## src/hw/rtl/mlpf_pkg.sv

```systemverilog
// shared types, codes and the sigmoid table helper for the mlp forward pass
// no dependencies
package mlpf_pkg;

    // item opcodes
    localparam logic OP_WEIGHT = 1'b0;
    localparam logic OP_ACT    = 1'b1;

    // configuration register indexes
    localparam logic [2:0] REG_LAYER_COUNT  = 3'd0;
    localparam logic [2:0] REG_INPUT_WIDTH  = 3'd1;
    localparam logic [2:0] REG_WIDTH_ONE    = 3'd2;
    localparam logic [2:0] REG_WIDTH_TWO    = 3'd3;
    localparam logic [2:0] REG_WIDTH_THREE  = 3'd4;
    localparam logic [2:0] REG_WIDTH_FOUR   = 3'd5;

    // fixed point layout
    localparam int ACC_W   = 38;          // exact sum of 64 q8.24 products
    localparam int OFF_W   = 28;          // sum offset into [0, 2^28)
    localparam int ACT_W   = 13;          // q1.12 activation, 0..4096
    localparam int VAL_W   = 16;          // q4.12 weight / input
    localparam logic [ACT_W-1:0] ACT_ONE = 13'd4096;

    // configuration register file seen by the controller
    typedef struct packed {
        logic [2:0]      layer_count;
        logic [6:0]      input_width;
        logic [3:0][6:0] width;
    } cfg_t;

    // controller to datapath commands
    typedef struct packed {
        logic issue;        // one multiply-accumulate read this cycle
        logic first;        // first term of a dot product
        logic last;         // last term of a dot product
        logic rd_pong;      // source buffer select
        logic wb;           // write the neuron result
        logic dst_pong;     // destination buffer select
        logic final_layer;  // results feed the argmax
        logic first_row;    // first neuron of the layer
        logic out_load;     // load the result registers
        logic out_last;     // final neuron of the run
    } cmd_t;

    // unsigned shift and subtract quotient, elaboration time only
    function automatic longint unsigned mlpf_udiv(input longint unsigned n,
                                                  input longint unsigned d);
        longint unsigned q;
        longint unsigned r;
        q = '0;
        r = '0;
        for (int b = 63; b >= 0; b--) begin
            r = (r << 1) | ((n >> b) & 64'd1);
            q = q << 1;
            if (r >= d) begin
                r = r - d;
                q = q | 64'd1;
            end
        end
        return q;
    endfunction

    // exp(-16u) in q31 for u in q31, 0 <= u < 1/2, elaboration time only
    function automatic longint unsigned mlpf_exp_neg16(input longint unsigned u);
        longint          sum;
        longint unsigned term;
        longint unsigned e;
        sum  = longint'(64'd1 << 31);
        term = 64'd1 << 31;
        for (int k = 1; k <= 20; k++) begin
            term = mlpf_udiv((term * u) >> 31, 64'(k));
            if ((k & 1) == 1) sum = sum - longint'(term);
            else sum = sum + longint'(term);
        end
        e = longint'(sum);
        for (int k = 0; k < 4; k++) begin
            e = (e * e) >> 31;
        end
        return e;
    endfunction

endpackage

```

## src/hw/rtl/mlpf_ctrl.sv

```systemverilog
// sequencer for layers, neurons and dot product terms, and for the result phase
// depends on mlpf_pkg
module mlpf_ctrl import mlpf_pkg::*; #(
    parameter int MAX_LAYERS = 4,
    parameter int WIDTH_CAP  = 64,
    parameter int LW         = 2,
    parameter int IW         = 6
) (
    input  logic          aclk,
    input  logic          aresetn,
    input  cfg_t          cfg,
    input  logic          start,
    input  logic          acc_done,
    input  logic          m_ready,
    output logic          s_ready,
    output logic          m_valid,
    output cmd_t          cmd,
    output logic [LW-1:0] cmd_layer,
    output logic [IW-1:0] cmd_row,
    output logic [IW-1:0] cmd_col
);

    typedef enum logic [7:0] {
        S_IDLE  = 8'b0000_0001,
        S_MAC   = 8'b0000_0010,
        S_DRAIN = 8'b0000_0100,
        S_SIG   = 8'b0000_1000,
        S_WB    = 8'b0001_0000,
        S_ORD   = 8'b0010_0000,
        S_OWAIT = 8'b0100_0000,
        S_OSEND = 8'b1000_0000
    } state_t;

    state_t        state_reg, state_next;
    logic [LW-1:0] layer_reg, layer_next;
    logic [IW-1:0] row_reg, row_next;
    logic [IW-1:0] col_reg, col_next;
    logic [6:0]    prev_reg, prev_next;

    // clamp a count into [1, WIDTH_CAP]
    function automatic logic [6:0] clamp_w(input logic [6:0] v);
        logic [6:0] r;
        r = v;
        if (v == 7'd0) r = 7'd1;
        if (int'(v) > WIDTH_CAP) r = 7'(WIDTH_CAP);
        return r;
    endfunction

    logic [3:0] layers;
    logic [6:0] width;
    logic       col_last, row_last, layer_last;

    always_comb begin
        layers = 4'(cfg.layer_count);
        if (cfg.layer_count == 3'd0) layers = 4'd1;
        if (int'(cfg.layer_count) > MAX_LAYERS) layers = 4'(MAX_LAYERS);
    end

    assign width      = clamp_w(cfg.width[2'(layer_reg)]);
    assign col_last   = 7'(col_reg) + 7'd1 == prev_reg;
    assign row_last   = 7'(row_reg) + 7'd1 == width;
    assign layer_last = 4'(layer_reg) + 4'd1 == layers;

    // next state
    always_comb begin
        state_next = state_reg;
        layer_next = layer_reg;
        row_next   = row_reg;
        col_next   = col_reg;
        prev_next  = prev_reg;
        case (state_reg)
            S_IDLE: begin
                if (start) begin
                    state_next = S_MAC;
                    layer_next = '0;
                    row_next   = '0;
                    col_next   = '0;
                    prev_next  = clamp_w(cfg.input_width);
                end
            end
            S_MAC: begin
                if (col_last) begin
                    state_next = S_DRAIN;
                    col_next   = '0;
                end else begin
                    col_next = col_reg + IW'(1);
                end
            end
            S_DRAIN: begin
                if (acc_done) state_next = S_SIG;
            end
            S_SIG: state_next = S_WB;
            S_WB: begin
                if (!row_last) begin
                    row_next   = row_reg + IW'(1);
                    state_next = S_MAC;
                end else if (layer_last) begin
                    row_next   = '0;
                    state_next = S_ORD;
                end else begin
                    row_next   = '0;
                    layer_next = layer_reg + LW'(1);
                    prev_next  = width;
                    state_next = S_MAC;
                end
            end
            S_ORD:   state_next = S_OWAIT;
            S_OWAIT: state_next = S_OSEND;
            S_OSEND: begin
                if (m_ready) begin
                    if (row_last) begin
                        state_next = S_IDLE;
                    end else begin
                        row_next   = row_reg + IW'(1);
                        state_next = S_ORD;
                    end
                end
            end
            default: state_next = S_IDLE;
        endcase
    end

    always_ff @(posedge aclk) begin
        if (!aresetn) begin
            state_reg <= S_IDLE;
            layer_reg <= '0;
            row_reg   <= '0;
            col_reg   <= '0;
            prev_reg  <= 7'd1;
        end else begin
            state_reg <= state_next;
            layer_reg <= layer_next;
            row_reg   <= row_next;
            col_reg   <= col_next;
            prev_reg  <= prev_next;
        end
    end

    // commands; the result phase reads the last layer's destination
    logic out_phase;
    assign out_phase = (state_reg == S_ORD) || (state_reg == S_OWAIT)
                       || (state_reg == S_OSEND);

    always_comb begin
        cmd.issue       = state_reg == S_MAC;
        cmd.first       = col_reg == '0;
        cmd.last        = col_last;
        cmd.rd_pong     = out_phase ? !layer_reg[0] : layer_reg[0];
        cmd.wb          = state_reg == S_WB;
        cmd.dst_pong    = !layer_reg[0];
        cmd.final_layer = layer_last;
        cmd.first_row   = row_reg == '0;
        cmd.out_load    = state_reg == S_OWAIT;
        cmd.out_last    = row_last;
    end

    assign cmd_layer = layer_reg;
    assign cmd_row   = row_reg;
    assign cmd_col   = col_reg;
    assign s_ready   = state_reg == S_IDLE;
    assign m_valid   = state_reg == S_OSEND;

endmodule

```

## config.mk

```make
export PLATFORM = sky130hd
export DESIGN_NAME = mlpf_ctrl
export DESIGN_NICKNAME = d
export VERILOG_FILES = /design/src/hw/rtl/mlpf_pkg.sv /design/src/hw/rtl/mlpf_ctrl.sv
export SDC_FILE = /design/constraint.sdc
export NUM_CORES = 1
export LEC_CHECK = 0
export BUFFER_PORTS_ARGS = -buffer_cell sky130_fd_sc_hd__buf_2
export CORE_MARGIN = 2
export CORE_UTILIZATION = 54
export CTS_BUF_LIST = sky130_fd_sc_hd__clkbuf_4
export DETAILED_ROUTE_END_ITERATION = 10
export GPL_ROUTABILITY_DRIVEN = 0
export PLACE_DENSITY = 0.89
export SETUP_SLACK_MARGIN = 0.02
export SLEW_MARGIN = 5
export SYNTH_ARGS = -nofsm -noshare
export SYNTH_HDL_FRONTEND = slang
export SYNTH_SLANG_ARGS = --single-unit
```

## constraint.sdc

```tcl
create_clock -name aclk -period 8.65 [get_ports aclk]
set_clock_uncertainty 0.2 [all_clocks]
set_input_delay 1.2975 -clock aclk [delete_from_list [all_inputs] [get_ports aclk]]
set_output_delay 1.2975 -clock aclk [all_outputs]
set_load 0.01 [all_outputs]
```

==> reports/results.tsv, run 1 <==
stage	metric	value	unit
outcome	result of the run	completed	
floorplanning	Die X	69.2	um
logic_synthesis	xor and xnor area share after synthesis	6.76	%
logic_synthesis	part of the Yosys area used for sequential elements	25.3	%
run	Maximum Capacitance Violations	0	
global_route	global-route total usage across every layer	25.3	%
placed_design	quantity of I/O buffers inserted on ports	68	
placed_design	Cells after DPL	375	
setup_path	endpoint kind of the worst setup timing path	output port	
global_route	antenna violations before repair	0	
logic_synthesis	combinational family with the most area after synthesis	simple AND/OR/NAND/NOR gates	
logic_synthesis	Synth async-reset ratio	0	%
setup_path	destination of the worst register-to-register timing path	prev_reg[2]	
timing	worst setup margin	3.77	ns
layout	growth of design area from synthesis to finish	16.0	%
logic_synthesis	Yosys top cell by area	dfxtp_1	
setup_path	setup slack of the most critical reg-to-reg path	4.99	ns
clocking	number of hold-repair buffers added at the cts stage	0	
setup_path	Worst Setup Start Kind	input port	
setup_path	worst reg2reg startpoint	cmd_layer[0]	
clocking	Max Root-Sink Buffers	2	
logic_synthesis	fraction of synthesized cell area taken by the top area cell type	25.3	%
detailed_routing	number of vias per cell	6.23	
setup_path	worst setup path startpoint	cfg[10]	
layout	most used cells in the layout excluding fill and tap cells	68 x buf_2, 31 x nand2_1, 29 x dfxtp_1	
layout	Final Core Density	65.6	%
layout	layout cells sized above 1	25.8	%
clocking	number of setup buffers added after CTS	0	
detailed_routing	first-pass detailed-route iteration total	6	
global_route	total overflow reported by the global router	0	
clocking	post-cts repair resize count	0	
logic_synthesis	warning count from the yosys run	0	
logic_synthesis	post-synth design cell area	0.00230	mm2
floorplanning	I/O pin cnt	69	
timing	number of setup violations in the final report	0	
logic_synthesis	average footprint of a synthesized cell	8.50	um2
detailed_routing	total length of routed wires	5970	um
detailed_routing	iteration-0 DRC count of the detailed router	266	
logic_synthesis	top post-synthesis cells by area	dfxtp_1 25%, mux4_1 5.7%, nand2_1 5.1%	
pwr	post-layout power	0.478	mW
floorplanning	Initial Utilization	56.6	%
timing	Tmin final	4.88	ns
pwr	worst ir drop on vdd	0.141	mV
timing	setup repair after global routing missed its margin	false	
logic_synthesis	primary flip-flop cell chosen by synthesis mapping	dfxtp_1	
timing	final period utilization	56.4	%
logic_synthesis	synthesized-area fraction occupied by adder cells	2.72	%
detailed_routing	post-detailed-route count of antenna-violating nets	0	
clocking	CTS tree	yes	
logic_synthesis	share of cell area taken by muxes after synthesis	8.99	%
pwr	pwr/cell area	180	mW/mm2
floorplanning	Std-Cell Core Area	0.00406	mm2
clocking	root buf cell	clkbuf_4	
timing	Pins Over Slew Limit	0	
clocking	Worst-Skew Late Latency	0.35	ns
floorplanning	row cnt	23	
layout	NumNets Final	380	
detailed_routing	routed len/inst	15.6	um
global_route	maximum number of pins on one net before global-route repair	18	
logic_synthesis	Post-Syn Nets	318	
layout	most common cell after layout, fill and taps aside	buf_2	
min_path	Min-Delay Path Depth	2	
layout	Antenna Diode Count	0	
floorplanning	Die ar.	0.00479	mm2
setup_path	Arrival @ worst endpoint	3.38	ns
layout	Non-Filler Instances	383	
setup_path	maximum fanout encountered on the critical timing path	6	
logic_synthesis	simple-gate area share of the yosys netlist	25.6	%
layout	Filler cells	329	
min_path	sink of the worst hold path	state_reg[4]	
logic_synthesis	number of enable-type register cells in the synthesized netlist	0	
global_route	number of global-route vias before repair	2213	
detailed_routing	Vias	2386	
setup_path	cells on worst reg2reg path	7	
detailed_routing	number of remaining DRC errors	0	
logic_synthesis	number of unique standard cell types used by synthesis	59	
pwr	leakage power total	1.14	nW
timing	headroom to the max-slew limit	41.1	%
min_path	Hold Crit Class	flip-flop to flip-flop	
clocking	H-tree level count	2	
timing	slew at the pin closest to its max-slew limit	0.871	ns
setup_path	Critical Path RT	7.15	ns
logic_synthesis	Mapped Cells	270	
floorplanning	height of the chip	69.2	um
logic_synthesis	compound-gate portion of the synthesized area	23.1	%
clocking	clock slew at the register clock pins of the worst setup and hold paths	0.10	ns
placed_design	Place WS	3.93	ns
min_path	hold path startpoint	state_reg[3]	
timing	timing-limited maximum frequency	0.205	GHz
setup_path	Critical Setup Path Class	input port to output port	
clocking	clock buffers created by TritonCTS	5	
placed_design	post-detailed-placement half-perimeter wirelength	4410	um
logic_synthesis	#FFs+latches synth	29	
timing	summed negative setup slack over all endpoints	0	ns
clocking	clock sink count	29	
timing	Final Hold Vio Count	0	
layout	max reg flops	8	
global_route	global-route wire length before repair	10100	um
where the power goes:
group          internal (mW)  total, mW  switching [mW]
clock                 0.0632      0.116          0.0529
combinational         0.0810      0.188           0.107
sequential             0.154      0.174          0.0198
kinds of logic (layout without fill, tap and decap cells):
group	count (synthesis)	count (layout)
AND/OR/NAND/NOR	112	112
AO/OA/AOI/OAI	71	71
flip-flops	29	29
buffers and inverters	29	92
XOR/XNOR	14	14
multiplexers	10	10
adder cells (fa/ha/maj)	5	5
Yosys cell counts (3+ instances only):
cell type  number
nor4b_1         3
nand2b_1        5
a32oi_1         4
nand4b_1        3
buf_4           5
ha_1            5
and3_1          3
a21oi_1        19
o2111ai_1       3
nand3b_1        4
mux2i_1         3
a311oi_1        6
and2_1          4
xnor2_1         5
mux4_1          5
nand2_1        31
nor3_1         13
o21a_1          3
dfxtp_1        29
nand3_1        13
nor4_1          3
a31oi_1         4
a22oi_1         3
nor2_1         20
clkbuf_8        3
o21ai_0         8
xor2_1          7
inv_1          15
routing by layer:
layer  up-vias  GRT usage, %  wire length (um)
li1       1142             -                 -
met1      1109          33.2              2560
met2       112          40.9              2780
met3        23          5.67               486
met4         0          8.71               146
met5         -             0                 0
per-stage QoR:
stage                     hold slack [ns]  area [um2]
after floorplan                     0.272        2300
after global placement              0.295        2580
after detailed placement            0.299        2580
after CTS                           0.311        2660
after global routing                0.365        2660
final                               0.310        2660
layout make-up:
| type | count | area (um2) | share of cell area [%] |
|---|---|---|---|
| Clock buffer | 6 | 45.0 | 1.69 |
| Inverter | 16 | 60.1 | 2.25 |
| Clock inverter | 2 | 33.8 | 1.27 |
| Multi-Input combinational cell | 212 | 1540 | 57.9 |
| Timing Repair Buffer | 68 | 340 | 12.8 |
| Tap cell | 50 | 62.6 | 2.35 |
| Sequential cell | 29 | 581 | 21.8 |
how the worst max path moves through the flow:
stage | endpoint | slack, ns
3_3_place_gp | cmd[0] | 3.95
3_5_place_dp | cmd[0] | 3.93
5_1_grt | cmd[0] | 3.67
6_report | cmd[0] | 3.77
2_1_floorplan | cmd[0] | 4.19
4_1_cts | cmd[0] | 3.82
worst max-delay path, stage by stage:
cell	delay, ns
buf_2	0.09
mux4_1	0.60
nor2_1	0.36
o221ai_1	0.22
a311o_2	0.43
nand4_4	0.15
inv_1	0.08
buf_2	0.14
Note: power is estimated with default switching activity, not from simulation.
==> inputs of run 2 (changes only) <==
Settings changed: ABC_AREA set to 1, CORE_UTILIZATION 54 to 48, PLACE_DENSITY 0.89 to 0.84.
Clock period 8.65 ns to 4.15 ns, I/O delays scaled along.
==> run 2 against run 1 <==
Synthesized area is 1.9% lower. Setup slack worse by 3.2 ns. Critical path depth rose by 6. Via count is 4.6% higher. Utilization shrank 6.8 points. Non-clock buffer count grew 1.
==> reports/results.tsv, run 2 <==
stage	metric	value	unit
outcome	result of the run	completed	
detailed_routing	number of remaining DRC errors	0	
logic_synthesis	post-synth design cell area	0.00225	mm2
layout	most used cells in the layout excluding fill and tap cells	85 x nand2_1, 68 x buf_2, 48 x inv_1	
timing	setup repair after global routing missed its margin	false	
min_path	Min-Delay Path Depth	2	
placed_design	cell area reported after detailed placement	0.00257	mm2
clocking	Worst-Skew Late Latency	0.33	ns
clocking	H-tree level count	2	
floorplanning	Std-Cell Core Area	0.00444	mm2
layout	max reg flops	8	
detailed_routing	routed len/inst	12.3	um
clocking	CTS tree	yes	
layout	NumNets Final	469	
logic_synthesis	most frequent cell after synthesis	nand2_1	
layout	most common cell after layout, fill and taps aside	nand2_1	
setup_path	Critical Setup Path Class	flip-flop to output port	
placed_design	post-detailed-placement half-perimeter wirelength	4570	um
layout	Filler cells	438	
global_route	global-route total usage across every layer	23.6	%
setup_path	destination of the worst register-to-register timing path	cmd_layer[1]	
floorplanning	Die ar.	0.00526	mm2
clocking	number of setup buffers added after CTS	0	
floorplanning	Die X	72.5	um
timing	final period utilization	85.2	%
min_path	hold path startpoint	prev_reg[0]	
pwr	pwr/cell area	415	mW/mm2
global_route	global-route wire length before repair	9900	um
logic_synthesis	average footprint of a synthesized cell	6.29	um2
detailed_routing	first-pass detailed-route iteration total	4	
global_route	maximum number of pins on one net before global-route repair	19	
clocking	clock slew at the register clock pins of the worst setup and hold paths	0.09	ns
logic_synthesis	top post-synthesis cells by area	dfxtp_1 26%, nand2_1 14%, nand3_1 8.4%	
setup_path	Arrival @ worst endpoint	2.71	ns
layout	Antenna Diode Count	0	
logic_synthesis	Synth async-reset ratio	0	%
global_route	number of global-route vias before repair	2230	
detailed_routing	total length of routed wires	5840	um
floorplanning	row cnt	24	
pwr	leakage power total	1.33	nW
min_path	Hold Crit Class	flip-flop to flip-flop	
logic_synthesis	Mapped Cells	358	
setup_path	setup slack of the most critical reg-to-reg path	1.11	ns
logic_synthesis	ranking of synthesized cells by instance count	85 x nand2_1, 48 x inv_1, 43 x nor2_1	
logic_synthesis	#FFs+latches synth	29	
clocking	clock sink count	29	
detailed_routing	Vias	2496	
clocking	Max Root-Sink Buffers	2	
setup_path	Critical Path RT	3.33	ns
floorplanning	I/O pin cnt	69	
setup_path	Worst Setup Start Kind	flip-flop	
timing	worst setup margin	0.613	ns
clocking	root buf cell	clkbuf_4	
floorplanning	Initial Utilization	50.7	%
floorplanning	height of the chip	72.5	um
timing	Tmin final	3.54	ns
global_route	antenna violations before repair	0	
pwr	worst ir drop on vdd	0.199	mV
logic_synthesis	warning count from the yosys run	0	
timing	number of setup violations in the final report	0	
setup_path	cells on worst reg2reg path	17	
timing	timing-limited maximum frequency	0.283	GHz
clocking	number of hold-repair buffers added at the cts stage	0	
clocking	post-cts repair resize count	0	
setup_path	worst reg2reg startpoint	cmd_layer[0]	
logic_synthesis	Post-Syn Nets	406	
placed_design	Place WS	0.989	ns
timing	slew at the pin closest to its max-slew limit	0.733	ns
detailed_routing	iteration-0 DRC count of the detailed router	129	
clocking	clock buffers created by TritonCTS	5	
layout	growth of design area from synthesis to finish	16.2	%
layout	final non-filler cell area	0.00262	mm2
setup_path	endpoint kind of the worst setup timing path	output port	
logic_synthesis	Yosys top cell by area	dfxtp_1	
global_route	total overflow reported by the global router	0	
logic_synthesis	part of the Yosys area used for sequential elements	25.8	%
timing	Final Hold Vio Count	0	
logic_synthesis	number of unique standard cell types used by synthesis	34	
detailed_routing	number of vias per cell	5.28	
placed_design	quantity of I/O buffers inserted on ports	68	
detailed_routing	post-detailed-route count of antenna-violating nets	0	
min_path	sink of the worst hold path	prev_reg[0]	
timing	summed negative setup slack over all endpoints	0	ns
logic_synthesis	number of enable-type register cells in the synthesized netlist	0	
setup_path	maximum fanout encountered on the critical timing path	18	
logic_synthesis	primary flip-flop cell chosen by synthesis mapping	dfxtp_1	
timing	Pins Over Slew Limit	0	
logic_synthesis	fraction of synthesized cell area taken by the top area cell type	25.8	%
layout	layout cells sized above 1	22.6	%
timing	headroom to the max-slew limit	50.7	%
run	Maximum Capacitance Violations	0	
[run 2: how the worst max path moves through the flow]
stage / startpoint / endpoint / slack [ns] / cells past startpoint
after detailed placement: cmd_layer[0] / cmd[0] / 0.99 / 14
final: cmd_layer[0] / cmd[0] / 0.61 / 14
after global placement: cmd_layer[0] / cmd[0] / 1.07 / 14
after CTS: cmd_layer[0] / cmd[0] / 0.62 / 14
after global routing: cmd_layer[0] / cmd[0] / 0.31 / 14
after floorplan: cmd_layer[0] / cmd[0] / 1.46 / 18
[run 2: report_power, final]
| part | internal [mW] | switching, mW | total [mW] |
|---|---|---|---|
| combinational | 0.202 | 0.358 | 0.560 |
| clock | 0.0679 | 0.0974 | 0.165 |
| sequential | 0.315 | 0.0440 | 0.359 |
| total | 0.585 | 0.499 | 1.08 |
[run 2: cell families after synthesis]
family | synth area share, %
AND/OR/NAND/NOR | 40.8
flip-flops | 25.8
XOR/XNOR | 6.22
AO/OA/AOI/OAI | 11.2
adder cells (fa/ha/maj) | 2.78
buffers and inverters | 13.3
[run 2: area by class of cell]
class | count | area [um2] | share of cell area [%]
multi-input combinational | 263 | 1370 | 52.5
clock buffer | 6 | 45.0 | 1.72
timing repair buffer | 69 | 348 | 13.3
tap | 52 | 65.1 | 2.49
sequential | 29 | 581 | 22.2
inverter | 53 | 201 | 7.70
clock inverter | 1 | 3.75 | 0.143
[run 2: per-stage QoR]
stage / instances / hold slack [ns] / power [mW] / util [%]
floorplan: 358 / 0.261 / 0.826 / -
global placement: 466 / 0.274 / 0.906 / 57.8
detailed placement: 466 / 0.287 / 0.919 / 57.8
finish: 473 / 0.301 / 1.08 / 58.9
CTS: 473 / 0.306 / 1.09 / 58.9
global route: 473 / 0.325 / 1.19 / 58.9
[run 2: critical path, cell delays in order, from the launching register on]
cell and delay (ns):
dfxtp_1 0.71, inv_4 0.19, nand2_1 0.10, nand3_1 0.06, nand2_1 0.18, inv_1 0.10, or2_1 0.21, nand2_1 0.08
inv_1 0.06, nand2_1 0.05, nand2_1 0.04, nor2_1 0.13, nand2_1 0.23, inv_1 0.11, buf_2 0.13
[run 2: layer usage]
| layer | GRT usage (%) | wire [um] |
|---|---|---|
| met1 | 29.8 | 2620 |
| met2 | 41.5 | 2930 |
| met3 | 4.17 | 247 |
| met4 | 6.17 | 48 |
| met5 | 0 | 0 |
==> inputs of run 3 (changes only) <==
Settings changed: PLACE_DENSITY 0.84 to 0.89.
==> run 3 against run 2 <==
Die area is the same. Utilization is 0.14 points higher. Fmax shrank 2.4%. Setup slack worse by 0.086 ns. Sequential share of layout area shrank 0.053 points. Highest routed layer unchanged. Non-clock buffer count did not move. Clock power increased by 9.7%. Total power up 1.8%. Final cell count up 0.21%. Hold slack improved by 0.0022 ns. Via count increased by 2.8%. Flip-flop and latch count unchanged.
==> reports/results.tsv, run 3 (synthesis gave the netlist of run 2 again) <==
stage	metric	value	unit
placed_design	Place WS	0.954	ns
setup_path	Worst path most repeated cell	nand2_1	
floorplanning	Initial Utilization	50.7	%
floorplanning	Die X	72.5	um
layout	NumNets Final	469	
setup_path	ordered list of cells on the worst path	inv_4, nand2_1, nand3_1, nand2_1, inv_1, or2_1, nand2_1, inv_1, nand2_1, nand2_1, nor2_1, nand2_1, inv_1, buf_2	
clocking	CTS tree	yes	
detailed_routing	routed len/inst	12.5	um
clocking	number of hold-repair buffers added at the cts stage	0	
pwr	Combinational Power Share	50.9	%
layout	growth of design area from synthesis to finish	16.4	%
timing	slew at the pin closest to its max-slew limit	0.765	ns
clocking	clock slew at the register clock pins of the worst setup and hold paths	0.12	ns
detailed_routing	number of vias per cell	5.41	
placed_design	cell area reported after detailed placement	0.00257	mm2
clocking	Worst-Skew Late Latency	0.35	ns
setup_path	Critical Setup Path Class	flip-flop to output port	
clocking	clock buffers created by TritonCTS	5	
global_route	global-route wire length before repair	9630	um
layout	final non-filler cell area	0.00262	mm2
pwr	worst ir drop on vdd	0.191	mV
layout	most used cells in the layout excluding fill and tap cells	85 x nand2_1, 68 x buf_2, 48 x inv_1	
pwr	leakage power total	1.34	nW
clocking	number of setup buffers added after CTS	0	
timing	final period utilization	87.3	%
detailed_routing	first-pass detailed-route iteration total	5	
setup_path	maximum fanout encountered on the critical timing path	18	
setup_path	dominant delay contributor by cell family on the critical path	simple AND/OR/NAND/NOR gates	
timing	Pins Over Slew Limit	0	
timing	timing-limited maximum frequency	0.276	GHz
clocking	Max Root-Sink Buffers	2	
layout	Final Core Density	59.0	%
floorplanning	I/O pin cnt	69	
pwr	switching portion of total power	47.3	%
floorplanning	row cnt	24	
clocking	H-tree level count	2	
placed_design	post-detailed-placement half-perimeter wirelength	4580	um
pwr	internal portion of total power	0.581	mW
detailed_routing	number of remaining DRC errors	0	
setup_path	endpoint kind of the worst setup timing path	output port	
setup_path	Arrival @ worst endpoint	2.80	ns
outcome	result of the run	completed	
setup_path	Critical Path RT	3.33	ns
placed_design	quantity of I/O buffers inserted on ports	68	
timing	headroom to the max-slew limit	48.5	%
pwr	pwr/cell area	421	mW/mm2
timing	number of setup violations in the final report	0	
pwr	net load switching power	0.522	mW
pwr	post-layout power	1.10	mW
layout	most common cell after layout, fill and taps aside	nand2_1	
min_path	Hold Crit Class	flip-flop to flip-flop	
clocking	root buf cell	clkbuf_4	
timing	summed negative setup slack over all endpoints	0	ns
layout	max reg flops	8	
global_route	number of global-route vias before repair	2270	
layout	Antenna Diode Count	0	
pwr	sequential power share	32.6	%
detailed_routing	Vias	2565	
floorplanning	height of the chip	72.5	um
detailed_routing	total length of routed wires	5930	um
setup_path	setup slack of the most critical reg-to-reg path	1.03	ns
setup_path	Worst Setup Start Kind	flip-flop	
global_route	antenna violations before repair	0	
global_route	maximum number of pins on one net before global-route repair	19	
layout	Filler cells	423	
timing	setup repair after global routing missed its margin	false	
detailed_routing	post-detailed-route count of antenna-violating nets	0	
layout	layout cells sized above 1	23.0	%
setup_path	highest-delay cell along the critical path	dfxtp_1	
floorplanning	Std-Cell Core Area	0.00444	mm2
setup_path	stage delay of the slowest cell on the critical path	0.73	ns
run	Maximum Capacitance Violations	0	
timing	worst setup margin	0.526	ns
clocking	post-cts repair resize count	0	
pwr	clock share of power	16.4	%
floorplanning	Die ar.	0.00526	mm2
timing	Final Hold Vio Count	0	
clocking	clock sink count	29	
detailed_routing	iteration-0 DRC count of the detailed router	118	
timing	Tmin final	3.62	ns
global_route	total overflow reported by the global router	0	
setup_path	buffers and inverters on the worst path	5	
global_route	global-route total usage across every layer	22.8	%
-- run 3: cell count changes in the layout (fill, tap and decap cells not counted) --
cell	delta
clkinv_2	+2
clkbuf_4	-1
clkinv_1	-1
clkinvlp_4	+1
-- run 3: worst register-to-register path, delay by kind of cell (launching register included) --
| kind | cells | cell delay (ns) |
|---|---|---|
| flip-flops | 1 | 0.73 |
| buffers and inverters | 4 | 0.53 |
| AND/OR/NAND/NOR | 13 | 1.61 |
-- run 3: power groups by stage --
stage	logic, mW	clock network, mW	registers [mW]
finish	0.562	0.181	0.360
global route	0.637	0.192	0.366
CTS	0.558	0.181	0.360
detailed placement	0.555	0	0.366
global placement	0.540	0	0.364
floorplan	0.480	0	0.346
-- run 3: through the flow --
step / hold slack, ns / cells
6_report: 0.303 / 474
5_1_grt: 0.327 / 474
4_1_cts: 0.301 / 474
3_5_place_dp: 0.279 / 466
3_3_place_gp: 0.275 / 466
2_1_floorplan: 0.261 / 358
-- run 3: worst paths after layout --
check,startpoint,endpoint,depth (start not counted)
setup / recovery,cmd_layer[0],cmd[0],14
hold / removal,prev_reg[0],prev_reg[0],2
setup reg to reg,cmd_layer[0],cmd_layer[1],17
hold reg to reg,prev_reg[0],prev_reg[0],2
-- run 3: final cells by class --
type | count | area [um2] | area share (%)
well taps | 52 | 65.1 | 2.48
clock inverters | 3 | 17.5 | 0.668
flip-flops and latches | 29 | 581 | 22.1
inverters | 53 | 201 | 7.68
multi-input cells | 263 | 1370 | 52.3
clock buffers | 5 | 37.5 | 1.43
repair buffers | 69 | 348 | 13.3
-- run 3: per-layer routing --
layer | part of all wire [%] | vias up | GRT usage (%)
li1 | - | 1286 | -
met1 | 43 | 1174 | 28.4
met2 | 50 | 95 | 40.5
met3 | 5.1 | 10 | 3.47
met4 | 1.3 | 0 | 7.20
met5 | 0 | - | 0
